$ cat src/sv/sqrd_pkg.sv
// Shared types and codes for the sequence replay dedup cache.
// No dependencies; imported by the top level.
package sqrd_pkg;

  localparam int SeqW = 32;
  localparam int FpW  = 64;
  localparam int OcW  = 4;
  localparam int TagW = 32;

  localparam logic [1:0] VERDICT_FRESH    = 2'd0;
  localparam logic [1:0] VERDICT_REPLAY   = 2'd1;
  localparam logic [1:0] VERDICT_CONFLICT = 2'd2;
  localparam logic [1:0] VERDICT_NONMONO  = 2'd3;

  localparam logic [OcW-1:0] CONFLICT_CODE = 4'd15;

  localparam int EntryW = SeqW + FpW + OcW;

  typedef struct packed {
    logic [SeqW-1:0] seq_id;
    logic [FpW-1:0]  fingerprint;
    logic [OcW-1:0]  outcome;
  } entry_t;

  typedef struct packed {
    logic [SeqW-1:0] report_sequence;
    logic [OcW-1:0]  report_outcome;
    logic [1:0]      verdict;
  } result_t;

endpackage

$ cat src/sv/sqrd_ram.sv
// Generic single-write, single-read RAM with registered read data.
// No dependencies; holds the cache entries.
module sqrd_ram #(
  parameter int WIDTH = 8,
  parameter int DEPTH = 8,
  parameter int AW    = (DEPTH > 1) ? $clog2(DEPTH) : 1
) (
  input  logic             clk_i,
  input  logic             we_i,
  input  logic [AW-1:0]    waddr_i,
  input  logic [WIDTH-1:0] wdata_i,
  input  logic             re_i,
  input  logic [AW-1:0]    raddr_i,
  output logic [WIDTH-1:0] rdata_o
);

  logic [WIDTH-1:0] mem_q [DEPTH];
  logic [WIDTH-1:0] rdata_q;

  always_ff @(posedge clk_i) begin
    if (we_i) begin
      mem_q[waddr_i] <= wdata_i;
    end
    if (re_i) begin
      rdata_q <= mem_q[raddr_i];
    end
  end

  assign rdata_o = rdata_q;

endmodule

$ cat src/sv/sequence_replay_dedup_cache.sv
// Top level of the sequence replay dedup cache: sequencer, entry scan and state.
// Depends on sqrd_pkg and sqrd_ram.
//
// Usage:
//   Commands enter on the s_axis channel, one report per command leaves on
//   m_axis. A transfer happens when tvalid and tready are both high.
//   The command's kind (ordinary or hello) travels on s_axis_tuser.
//   Each command is worked on alone: s_axis_tready is high only while the
//   sequencer is idle. After a transfer the cache RAM is read one entry per
//   cycle and each entry is checked by a single sequence/fingerprint compare
//   unit as its data returns; the scan stops at the first valid match.
//   The time from input transfer to m_axis_tvalid is set by the scan over
//   the one RAM read port, so its worst case grows with CACHE_DEPTH; the
//   next transfer is taken once the report has gone into the output register.
//   The report sits in an output register, so the next command is taken
//   while it waits; if the receiver stalls, the following report is held
//   inside until the register frees.
//   Reset clears the valid bits, ring pointer, highest id and boot tag at
//   once; no clearing pass is needed. A hello with a new nonzero boot tag
//   clears the same state in the cycle of its transfer.
module sequence_replay_dedup_cache
  import sqrd_pkg::*;
#(
  parameter int CACHE_DEPTH = 8
) (
  input  logic         clk_i,
  input  logic         rst_ni,
  input  logic         s_axis_tvalid,
  output logic         s_axis_tready,
  // tdata: boot_tag[31:0], seq_id[63:32], fingerprint[127:64],
  //        outcome[131:128], zero pad[135:132]
  input  logic [135:0] s_axis_tdata,
  // tuser: command[0]
  input  logic         s_axis_tuser,
  output logic         m_axis_tvalid,
  input  logic         m_axis_tready,
  // tdata: verdict[1:0], report_outcome[5:2], report_sequence[37:6],
  //        zero pad[39:38]
  output logic [39:0]  m_axis_tdata
);

  localparam int IW = (CACHE_DEPTH > 1) ? $clog2(CACHE_DEPTH) : 1;
  localparam int CW = $clog2(CACHE_DEPTH + 1);

  typedef enum logic [1:0] {
    ST_IDLE,
    ST_SCAN,
    ST_DECIDE,
    ST_OUT
  } state_e;

  state_e              state_q;
  logic [CACHE_DEPTH-1:0] valid_q;
  logic [IW-1:0]       ring_q;
  logic [SeqW-1:0]     highest_q;
  logic [TagW-1:0]     tag_q;

  logic [SeqW-1:0]     seq_q;
  logic [FpW-1:0]      fp_q;
  logic [OcW-1:0]      oc_q;

  logic [CW-1:0]       issue_q;
  logic                cmp_vld_q;
  logic [IW-1:0]       cmp_idx_q;
  logic                hit_q;
  logic                hit_fp_eq_q;
  logic [OcW-1:0]      hit_oc_q;
  result_t             res_q;
  logic                m_tvalid_q;
  logic [39:0]         m_tdata_q;

  logic                in_xfer;
  logic                in_cmd;
  logic [TagW-1:0]     in_tag;
  logic [SeqW-1:0]     in_seq;
  logic [FpW-1:0]      in_fp;
  logic [OcW-1:0]      in_oc;
  logic                new_epoch;

  logic                rd_en;
  logic [IW-1:0]       rd_addr;
  logic                wr_en;
  entry_t              wr_entry;
  logic [EntryW-1:0]   rd_raw;
  entry_t              rd_entry;

  logic                seq_match;
  logic                scan_last;
  logic                nonmono;
  logic [IW-1:0]       ring_next;

  assign in_xfer = s_axis_tvalid && s_axis_tready;
  assign in_cmd  = s_axis_tuser;
  assign in_tag  = s_axis_tdata[31:0];
  assign in_seq  = s_axis_tdata[63:32];
  assign in_fp   = s_axis_tdata[127:64];
  assign in_oc   = s_axis_tdata[131:128];

  assign new_epoch = in_cmd && (in_tag != '0) && (in_tag != tag_q);

  assign s_axis_tready = (state_q == ST_IDLE);
  assign m_axis_tvalid = m_tvalid_q;
  assign m_axis_tdata  = m_tdata_q;

  // Scan issue: one RAM read per cycle until all entries are requested or a hit
  assign rd_en   = (state_q == ST_SCAN) && (issue_q < CW'(CACHE_DEPTH));
  assign rd_addr = issue_q[IW-1:0];

  assign rd_entry  = entry_t'(rd_raw);
  assign seq_match = cmp_vld_q && valid_q[cmp_idx_q] && (rd_entry.seq_id == seq_q);
  assign scan_last = cmp_vld_q && (cmp_idx_q == IW'(CACHE_DEPTH - 1));

  assign nonmono   = (seq_q == '0) || ((highest_q != '0) && (seq_q <= highest_q));
  assign ring_next = (ring_q == IW'(CACHE_DEPTH - 1)) ? '0 : ring_q + 1'b1;

  assign wr_en                = (state_q == ST_DECIDE) && !hit_q;
  assign wr_entry.seq_id      = seq_q;
  assign wr_entry.fingerprint = fp_q;
  assign wr_entry.outcome     = nonmono ? CONFLICT_CODE : oc_q;

  sqrd_ram #(
    .WIDTH (EntryW),
    .DEPTH (CACHE_DEPTH),
    .AW    (IW)
  ) u_ram (
    .clk_i   (clk_i),
    .we_i    (wr_en),
    .waddr_i (ring_q),
    .wdata_i (wr_entry),
    .re_i    (rd_en),
    .raddr_i (rd_addr),
    .rdata_o (rd_raw)
  );

  always_ff @(posedge clk_i or negedge rst_ni) begin
    if (!rst_ni) begin
      state_q     <= ST_IDLE;
      valid_q     <= '0;
      ring_q      <= '0;
      highest_q   <= '0;
      tag_q       <= '0;
      issue_q     <= '0;
      cmp_vld_q   <= 1'b0;
      cmp_idx_q   <= '0;
      hit_q       <= 1'b0;
      m_tvalid_q  <= 1'b0;
    end else begin
      // Drop the report once taken, unless a new one is loaded this cycle
      if (m_axis_tready && (state_q != ST_OUT)) begin
        m_tvalid_q <= 1'b0;
      end
      unique case (state_q)
        ST_IDLE: begin
          if (in_xfer) begin
            seq_q     <= in_seq;
            fp_q      <= in_fp;
            oc_q      <= in_oc;
            issue_q   <= '0;
            cmp_vld_q <= 1'b0;
            hit_q     <= 1'b0;
            if (new_epoch) begin
              valid_q   <= '0;
              ring_q    <= '0;
              highest_q <= '0;
              tag_q     <= in_tag;
            end
            state_q <= ST_SCAN;
          end
        end
        ST_SCAN: begin
          if (rd_en) begin
            issue_q <= issue_q + 1'b1;
          end
          cmp_vld_q <= rd_en;
          cmp_idx_q <= rd_addr;
          // Stop at the first valid match; lower entries are checked first
          if (seq_match) begin
            hit_q       <= 1'b1;
            hit_fp_eq_q <= (rd_entry.fingerprint == fp_q);
            hit_oc_q    <= rd_entry.outcome;
            state_q     <= ST_DECIDE;
          end else if (scan_last) begin
            state_q <= ST_DECIDE;
          end
        end
        ST_DECIDE: begin
          res_q.report_sequence <= seq_q;
          if (hit_q) begin
            res_q.verdict        <= hit_fp_eq_q ? VERDICT_REPLAY : VERDICT_CONFLICT;
            res_q.report_outcome <= hit_fp_eq_q ? hit_oc_q : CONFLICT_CODE;
          end else begin
            valid_q[ring_q] <= 1'b1;
            ring_q          <= ring_next;
            if (nonmono) begin
              res_q.verdict        <= VERDICT_NONMONO;
              res_q.report_outcome <= CONFLICT_CODE;
            end else begin
              res_q.verdict        <= VERDICT_FRESH;
              res_q.report_outcome <= oc_q;
              highest_q            <= seq_q;
            end
          end
          state_q <= ST_OUT;
        end
        ST_OUT: begin
          // Hold the report until the output register is free
          if (!m_tvalid_q || m_axis_tready) begin
            m_tvalid_q <= 1'b1;
            m_tdata_q  <= {2'b00, res_q.report_sequence, res_q.report_outcome, res_q.verdict};
            state_q    <= ST_IDLE;
          end
        end
        default: begin
          state_q <= ST_IDLE;
        end
      endcase
    end
  end

endmodule
$ cat config.mk
export PLATFORM = sky130hd
export DESIGN_NAME = sequence_replay_dedup_cache
export DESIGN_NICKNAME = d
export VERILOG_FILES = /design/src/sv/sqrd_pkg.sv /design/src/sv/sqrd_ram.sv /design/src/sv/sequence_replay_dedup_cache.sv
export SDC_FILE = /design/constraint.sdc
export NUM_CORES = 1
export LEC_CHECK = 0
export BUFFER_PORTS_ARGS = -buffer_cell sky130_fd_sc_hd__buf_2
export CAP_MARGIN = 5
export CELL_PAD_IN_SITES_DETAIL_PLACEMENT = 1
export CELL_PAD_IN_SITES_GLOBAL_PLACEMENT = 2
export CORE_UTILIZATION = 44
export CTS_CLUSTER_SIZE = 28
export DETAILED_ROUTE_END_ITERATION = 7
export PLACE_DENSITY = 0.86
export SLEW_MARGIN = 5
export SYNTH_ARGS = -nofsm -noshare
export SYNTH_HDL_FRONTEND = slang
export SYNTH_SLANG_ARGS = --single-unit
$ cat constraint.sdc
create_clock -name clk_i -period 8.1 [get_ports clk_i]
set_clock_uncertainty 0.15 [all_clocks]
set_input_delay 0.405 -clock clk_i [delete_from_list [all_inputs] [get_ports clk_i]]
set_output_delay 0.405 -clock clk_i [all_outputs]
set_load 0.02 [all_outputs]
; ---- Yosys cells after proc, flatten, opt, wreduce, memory -nomap -nowiden
; Memory sizes are Yosys's and may differ from the RTL's. A register that Yosys moved wholly into a read port is not among the register bits.
; Index checks and enable logic that the tools add are counted.
[classes]
add_sub_neg = 2
mul = 0
n_div = 0
order_cmp = 5
n_eq_ne = 17
n_shift = 0
n_mux = 40
bitwise = 1
reduce_logical = 32
[ops]
columns = cell, count
row1 = $mux W32, 4
row2 = $eq A64 B64 Y1, 1
row3 = $pmux W32 S2, 1
row4 = $reduce_bool A32 Y1, 2
row5 = $eq A32 B32 Y1, 1
row6 = $le A32 B32 Y1, 1
row7 = $logic_not A32 Y1, 1
row8 = $ne A32 B32 Y1, 1
row9 = $mux W8, 3
row10 = $reduce_and A3 Y1, 7
row11 = $mux W4, 4
row12 = $pmux W8 S2, 1
row13 = $mux W3, 4
row14 = $mux W6, 2
row15 = $ne A2 B2 Y1 const B, 6
row16 = $logic_and A1 B1 Y1, 11
row17 = $mux W2, 5
row18 = $mux W1, 9
row19 = $lt A3 B4 Y1 const B, 2
row20 = $or A8 B8 Y8, 1
row21 = $pmux W2 S4, 1
row22 = $pmux W4 S2, 1
row23 = $eq A3 B3 Y1 const B, 2
row24 = $pmux W3 S2, 1
row25 = other kinds (18), 25
[totals]
regBits = 268
latch_bits = 0
ramBits = 800
rom_bits = 0
input_bits = 141
out_inout_bits = 42
word_cells = 117
mem_count = 1
[mem_list]
columns = name, depth, width, read_ports, rd_clocked_by_memory_dff, write_ports, line_no
row1 = u_ram.mem_q, 8, 100, 1, 1, 1, sqrd_ram.sv:17  ; logic [WIDTH-1:0] mem_q [DEPTH];

; ---- Longest topological paths before layout
[logic_depth]
ltp_word = 7
depth_mapped = 11
ltp_nobuf = 9

; ---- Hierarchy
; A second synthesis with hierarchy kept.
[unflattened]
cells_unflattened = 2045
area_unflattened_um2 = 44710.4
[by_module_without_submodules]
columns = mod, instances, cells_per_inst, area_per_inst_um2, seq_area_each_um2
row1 = sqrd_ram, 1, 1268, 33176.8, 27025.9
row2 = sequence_replay_dedup_cache, 1, 777, 11533.6, 7612.3

; ---- Worst setup path before layout
; No wires, ideal clock.
[synth_path]
path_kind = register to register
from = register state_q[0]
to = memory u_ram.mem_q[0][0] in the netlist's numbering, enable pin
setup_ns = 0.681
arrival_ns = 7.938
required_time_ns = 7.269
path_slack_ns = -0.669
path_stages_with_launch = 5
n_path_buf = 0
synth_period_minus_slack_ns = 8.769
path_cell_list = dfrtp_1 > inv_1 > ha_1 > or3b_2 > nor3_1
[synth_via]
elab_chain_cells = 4
[synth_rtl]
columns = item, line_no
row1 = start: declaration, sequence_replay_dedup_cache.sv:52  ; state_e state_q;
row2 = start signal: assignment, sequence_replay_dedup_cache.sv:137  ; state_q <= ST_IDLE;
row3 = start signal: assignment, sequence_replay_dedup_cache.sv:167  ; state_q <= ST_SCAN;
row4 = start signal: assignment, sequence_replay_dedup_cache.sv:181  ; state_q <= ST_DECIDE;
row5 = $eq A2 B2 Y1, sequence_replay_dedup_cache.sv:116  ; assign wr_en = (state_q == ST_DECIDE) && !hit_q;
row6 = $logic_and A1 B1 Y1, sequence_replay_dedup_cache.sv:116
row7 = $mux W1, sqrd_ram.sv:21  ; if (we_i) begin
row8 = $mux W1 (not written as such), sqrd_ram.sv:22  ; mem_q[waddr_i] <= wdata_i;
row9 = end: declaration, sqrd_ram.sv:17
; Every way passes these cells.

; ---- Final worst setup path
[layout_path]
from = register seq_q[7]
to = register highest_q[0]
[layout_via]
elab_chain_cells = 5
elab_cells_between_ends = 6
classes_between = order compare (1) / eq/ne (1) / reduce/logical (4)
[layout_rtl]
columns = item, line_no
row1 = start: declaration, sequence_replay_dedup_cache.sv:58  ; logic [SeqW-1:0] seq_q;
row2 = start signal: assignment, sequence_replay_dedup_cache.sv:155  ; seq_q <= in_seq;
row3 = $le A32 B32 Y1, sequence_replay_dedup_cache.sv:113  ; assign nonmono = (seq_q == '0) || ((highest_q != '0) && (seq_q <= highest_q));
row4 = $logic_and A1 B1 Y1, sequence_replay_dedup_cache.sv:113
row5 = $logic_or A1 B1 Y1 (*), sequence_replay_dedup_cache.sv:113
row6 = $ne A2 B2 Y1 (no line) (*), -
row7 = $reduce_and A5 Y1 (no line) (*), -
row8 = end signal: assignment, sequence_replay_dedup_cache.sv:200  ; highest_q <= seq_q;
row9 = end: declaration, sequence_replay_dedup_cache.sv:55  ; logic [SeqW-1:0] highest_q;
; Mark *: on every way between the ends. The rest lies on a longest branch, timed or not.
; A chain may end at the register's enable or synchronous reset.

==> results.md <==
Outcome:
- The flow ran to the end, and the final reports show no timing, DRC or antenna violations.

Die:
- The effective utilization at floorplan is 44.7%.
- The floorplan step set the die width to 322 um.
- The floorplan step defined a die boundary enclosing 0.104 mm^2.
- The die is 322 um tall.
- For this design the top-level I/O count stands at 183.
- The site row count is 116.
- The floorplan step defined a core boundary enclosing 0.101 mm^2.

Synth:
- The number of flops mapped to enable cells by yosys is 1081.
- Yosys instantiated no cell more often than edfxtp_1.
- The share of the Yosys chip area taken by registers is 77.0%.
- For this run, asynchronously set or reset flops after synthesis account for 7.45%.
- By area the synthesized netlist is led by edfxtp_1 (72%), mux4_2 (10%), dfrtp_1 (4.8%).
- Summing every instance area after synthesis gives 0.0450 mm^2.
- The number of synthesized register bits is 1168.
- The commonest cells after synthesis are edfxtp_1 (1081), mux4_2 (202), mux2_2 (137).
- Among all flip-flop cells after synthesis, the most frequent one is edfxtp_1.
- A synthesized cell averages 21.3 um^2.
- The count of cell types in the netlist is 58.
- After technology mapping, the gate count stands at 2114.
- The fraction of synthesized cell area taken by the top area cell type is 72.2%.
- Yosys printed 0 warnings.
- The cell type with the highest aggregate area in the netlist is edfxtp_1.

Drt:
- Dividing the detail-routed wire length by the instance count gives 26.5 um.
- In the routed design, unresolved DRC markers number 0.
- In the routed layout, each cell is associated on average with a via count of 5.61.
- The first detailed-routing pass ran for 5 iterations.
- For this block, the initial DRC count from the detailed router was 2037.
- The detailed router placed 22100 vias in this run.
- The residual antenna-violating net count after detailed routing is 0.
- The detailed-route wire length is 104000 um.

Timing:
- Timing would allow up to 238 MHz.
- In the final timing run, aggregate negative setup slack is 0 ns.
- The final number of max-transition violations was 0.
- The number of setup violations in the final report is 0.
- The final critical path time including I/O delays and setup is 4.20 ns.
- The worst slew slack as a fraction of its limit is 10.6%.
- The worst path meets setup with 3.90 ns of slack.
- The final critical path takes up 51.8% of the cycle.
- For the pin with the worst max-slew slack, the measured transition is 1.33 ns.
- Setup repair after global routing left no endpoint under its margin.
- The number of failing hold endpoints at the final stage came to 0.

Power and ir drop:
- The share of total power dissipated in sequential elements is 47.4%.
- The overall power of the completed layout is 17700 uW.
- The switching part of the total is 28.3%.
- The worst ir drop on vdd is 0.262 mV.
- The reported leakage power is 0.0173 uW.
- The combinational power share is 21.9%.
- The share of total power dissipated in the clock network is 30.7%.
- The power density over the cells is 335 mW/mm^2.
- The internal power of the cells totals 12700 uW.
- The analysis attributes to net switching a power of 5000 uW.

CTS:
- The tree is rooted in a clkbuf_16.
- The H-tree was split into 3 levels.
- The CTS tree is built.
- The number of clock buffers added by TritonCTS is 113.
- The maximum count of clock buffers along a single path is 3.
- At the later pin of the worst-skew pair, clock insertion delay measures 0.70 ns.
- The post-cts resize count is 0.
- Clock tree synthesis found a total of 1168 sinks.
- The clock slew seen by the registers of the worst setup and hold paths is 0.07 ns.
- The total setup buffers inserted after CTS is 0.
- Buffers inserted to repair hold after CTS numbered 134.

Global routing:
- The leftover overflow at the end of global routing is 0.
- The number of global-route vias before repair is 24500.
- The first-pass GRT wire length is 156000 um.
- The pin count of the biggest net entering global routing is 117.
- The number of antenna violations at the first check in global routing is 6.
- The total routing resource utilization after global routing is 20.4%.

Setup path:
- The critical path is of the flip-flop to flip-flop type.
- The highest fanout seen on the critical path is 26.
- Data on the critical path arrives at its endpoint at 4.59 ns.
- STA classifies the critical path endpoint as a flip-flop.
- STA classifies the critical path startpoint as a flip-flop.
- At the worst endpoint, the required time is 8.49 ns.

Placement:
- OpenSTA, run right after detailed placement, puts the worst setup slack at 4.00 ns.
- The congestion estimate from routability-driven global placement came to 0.810.
- Buffers placed on the I/O ports in this run total 176.
- The sum of net half-perimeters after detailed placement is 54500 um.

Flow run:
- The tool flagged a number of max-cap violations equal to 0.

Layout:
- Compared with the post-synthesis result, the final layout area differs by 17.3%.
- The post-route netlist has 29.9% of its cells at a drive strength greater than 1.
- After the last flow step, the layout net total stands at 2662.

Worst hold path:
- The min-delay analysis places its worst path in the category input port to flip-flop.
power groups by stage:
| stage | Clock [uW] | Sequential (uW) | Combinational [uW] |
|---|---|---|---|
| finish | 5410 | 8370 | 3870 |
| global route | 5700 | 8460 | 4170 |
| CTS | 5480 | 8380 | 3910 |
| detailed placement | 0 | 8490 | 3810 |
| global placement | 0 | 8400 | 3650 |
| floorplan | 0 | 8270 | 2890 |
placed cells by master, fill, tap and decap left out, types with 41 or more instances in the layout:
master	netlist	layout
nand2_1	52	52
edfxtp_1	1081	1081
mux4_2	202	202
buf_2	16	175
xor2_1	100	100
clkbuf_16	0	114
dfrtp_1	87	84
dlygate4sd3_1	0	134
nor4_1	52	52
inv_1	41	41
mux2_2	137	137
metal layers:
layer,share of wire (%),vias to the layer above,GRT usage (%)
met1,41,11900,26.7
li1,-,9389,-
met2,51,633,35.1
met5,0.022,-,0
met3,5.0,175,3.29
met4,2.6,4,6.36
worst max-delay path, cell delays in order (launching register included):
cell      delay [ns]
edfxtp_1        0.68
ha_1            0.36
a21oi_1         0.20
o21ai_0         0.13
a221o_1         0.36
o31a_2          0.38
o21ai_4         0.27
buf_4           0.44
or2_1           0.42
buf_4           0.46
o221ai_1        0.17
state kept, by name, summed over array words and instances, names as in the netlist:
signal	count
highest_q	32
state_q	2
oc_q	4
valid_q	8
u_ram.mem_q	800
hit_q	1
issue_q	4
seq_q	32
m_axis_tvalid	1
ring_q	3
hit_fp_eq_q	1
fp_q	64
m_axis_tdata	38
cmp_vld_q	1
tag_q	32
u_ram.rdata_o	100
res_q	38
cmp_idx_q	3
hit_oc_q	4
logic make-up (layout without fill, tap and decap cells):
family,Yosys count,count (layout),share of synthesized area [%]
simple gates,189,189,2.21
buf+inv,129,595,1.28
flops,1168,1168,77.0
xor+xnor,127,127,2.47
compound gates,120,120,2.35
mux,341,341,13.6
fa+ha+maj,39,39,1.08
other cells,1,4,0.00834
final timing paths:
| kind | from | end | slack [ns] | cells past startpoint |
|---|---|---|---|---|
| setup / recovery | seq_q[7]$_DFFE_PP_ | highest_q[0]$_DFFE_PN0P_ | 3.90 | 10 |
| hold / removal | s_axis_tvalid | hit_q$_DFFE_PN0P_ | 0.04 | 4 |
| setup reg to reg | seq_q[7]$_DFFE_PP_ | highest_q[0]$_DFFE_PN0P_ | 3.90 | 10 |
| hold reg to reg | res_q[3]$_DFFE_PP_ | m_axis_tdata[3]$_DFFE_PP_ | 0.26 | 0 |
| max in group asynchronous | rst_ni | highest_q[9]$_DFFE_PN0P_ | 6.48 | 3 |
| min in group asynchronous | rst_ni | highest_q[30]$_DFFE_PN0P_ | 0.07 | 2 |
stage by stage:
stage                     utilization [%]  hold WS (ns)  area, um^2  std cells
final                                52.4        0.0377       52800       3940
after global routing                 52.4        0.0526       52800       3939
after CTS                            52.4        0.0171       52800       3938
after detailed placement             47.2         0.235       47600       3590
after global placement               47.2         0.228       47600       3590
after floorplan                         -       -0.0406       45000       2115
cell type report:
class	count	area [um^2]
fillers	8957	48000
flip-flops and latches	1168	34600
multi-input cells	818	9870
clock buffers	147	3040
repair buffers	340	2560
well taps	1357	1700
clock inverters	67	788
inverters	41	154
diodes	2	5.00
Note: power is estimated with default switching activity, not from simulation.
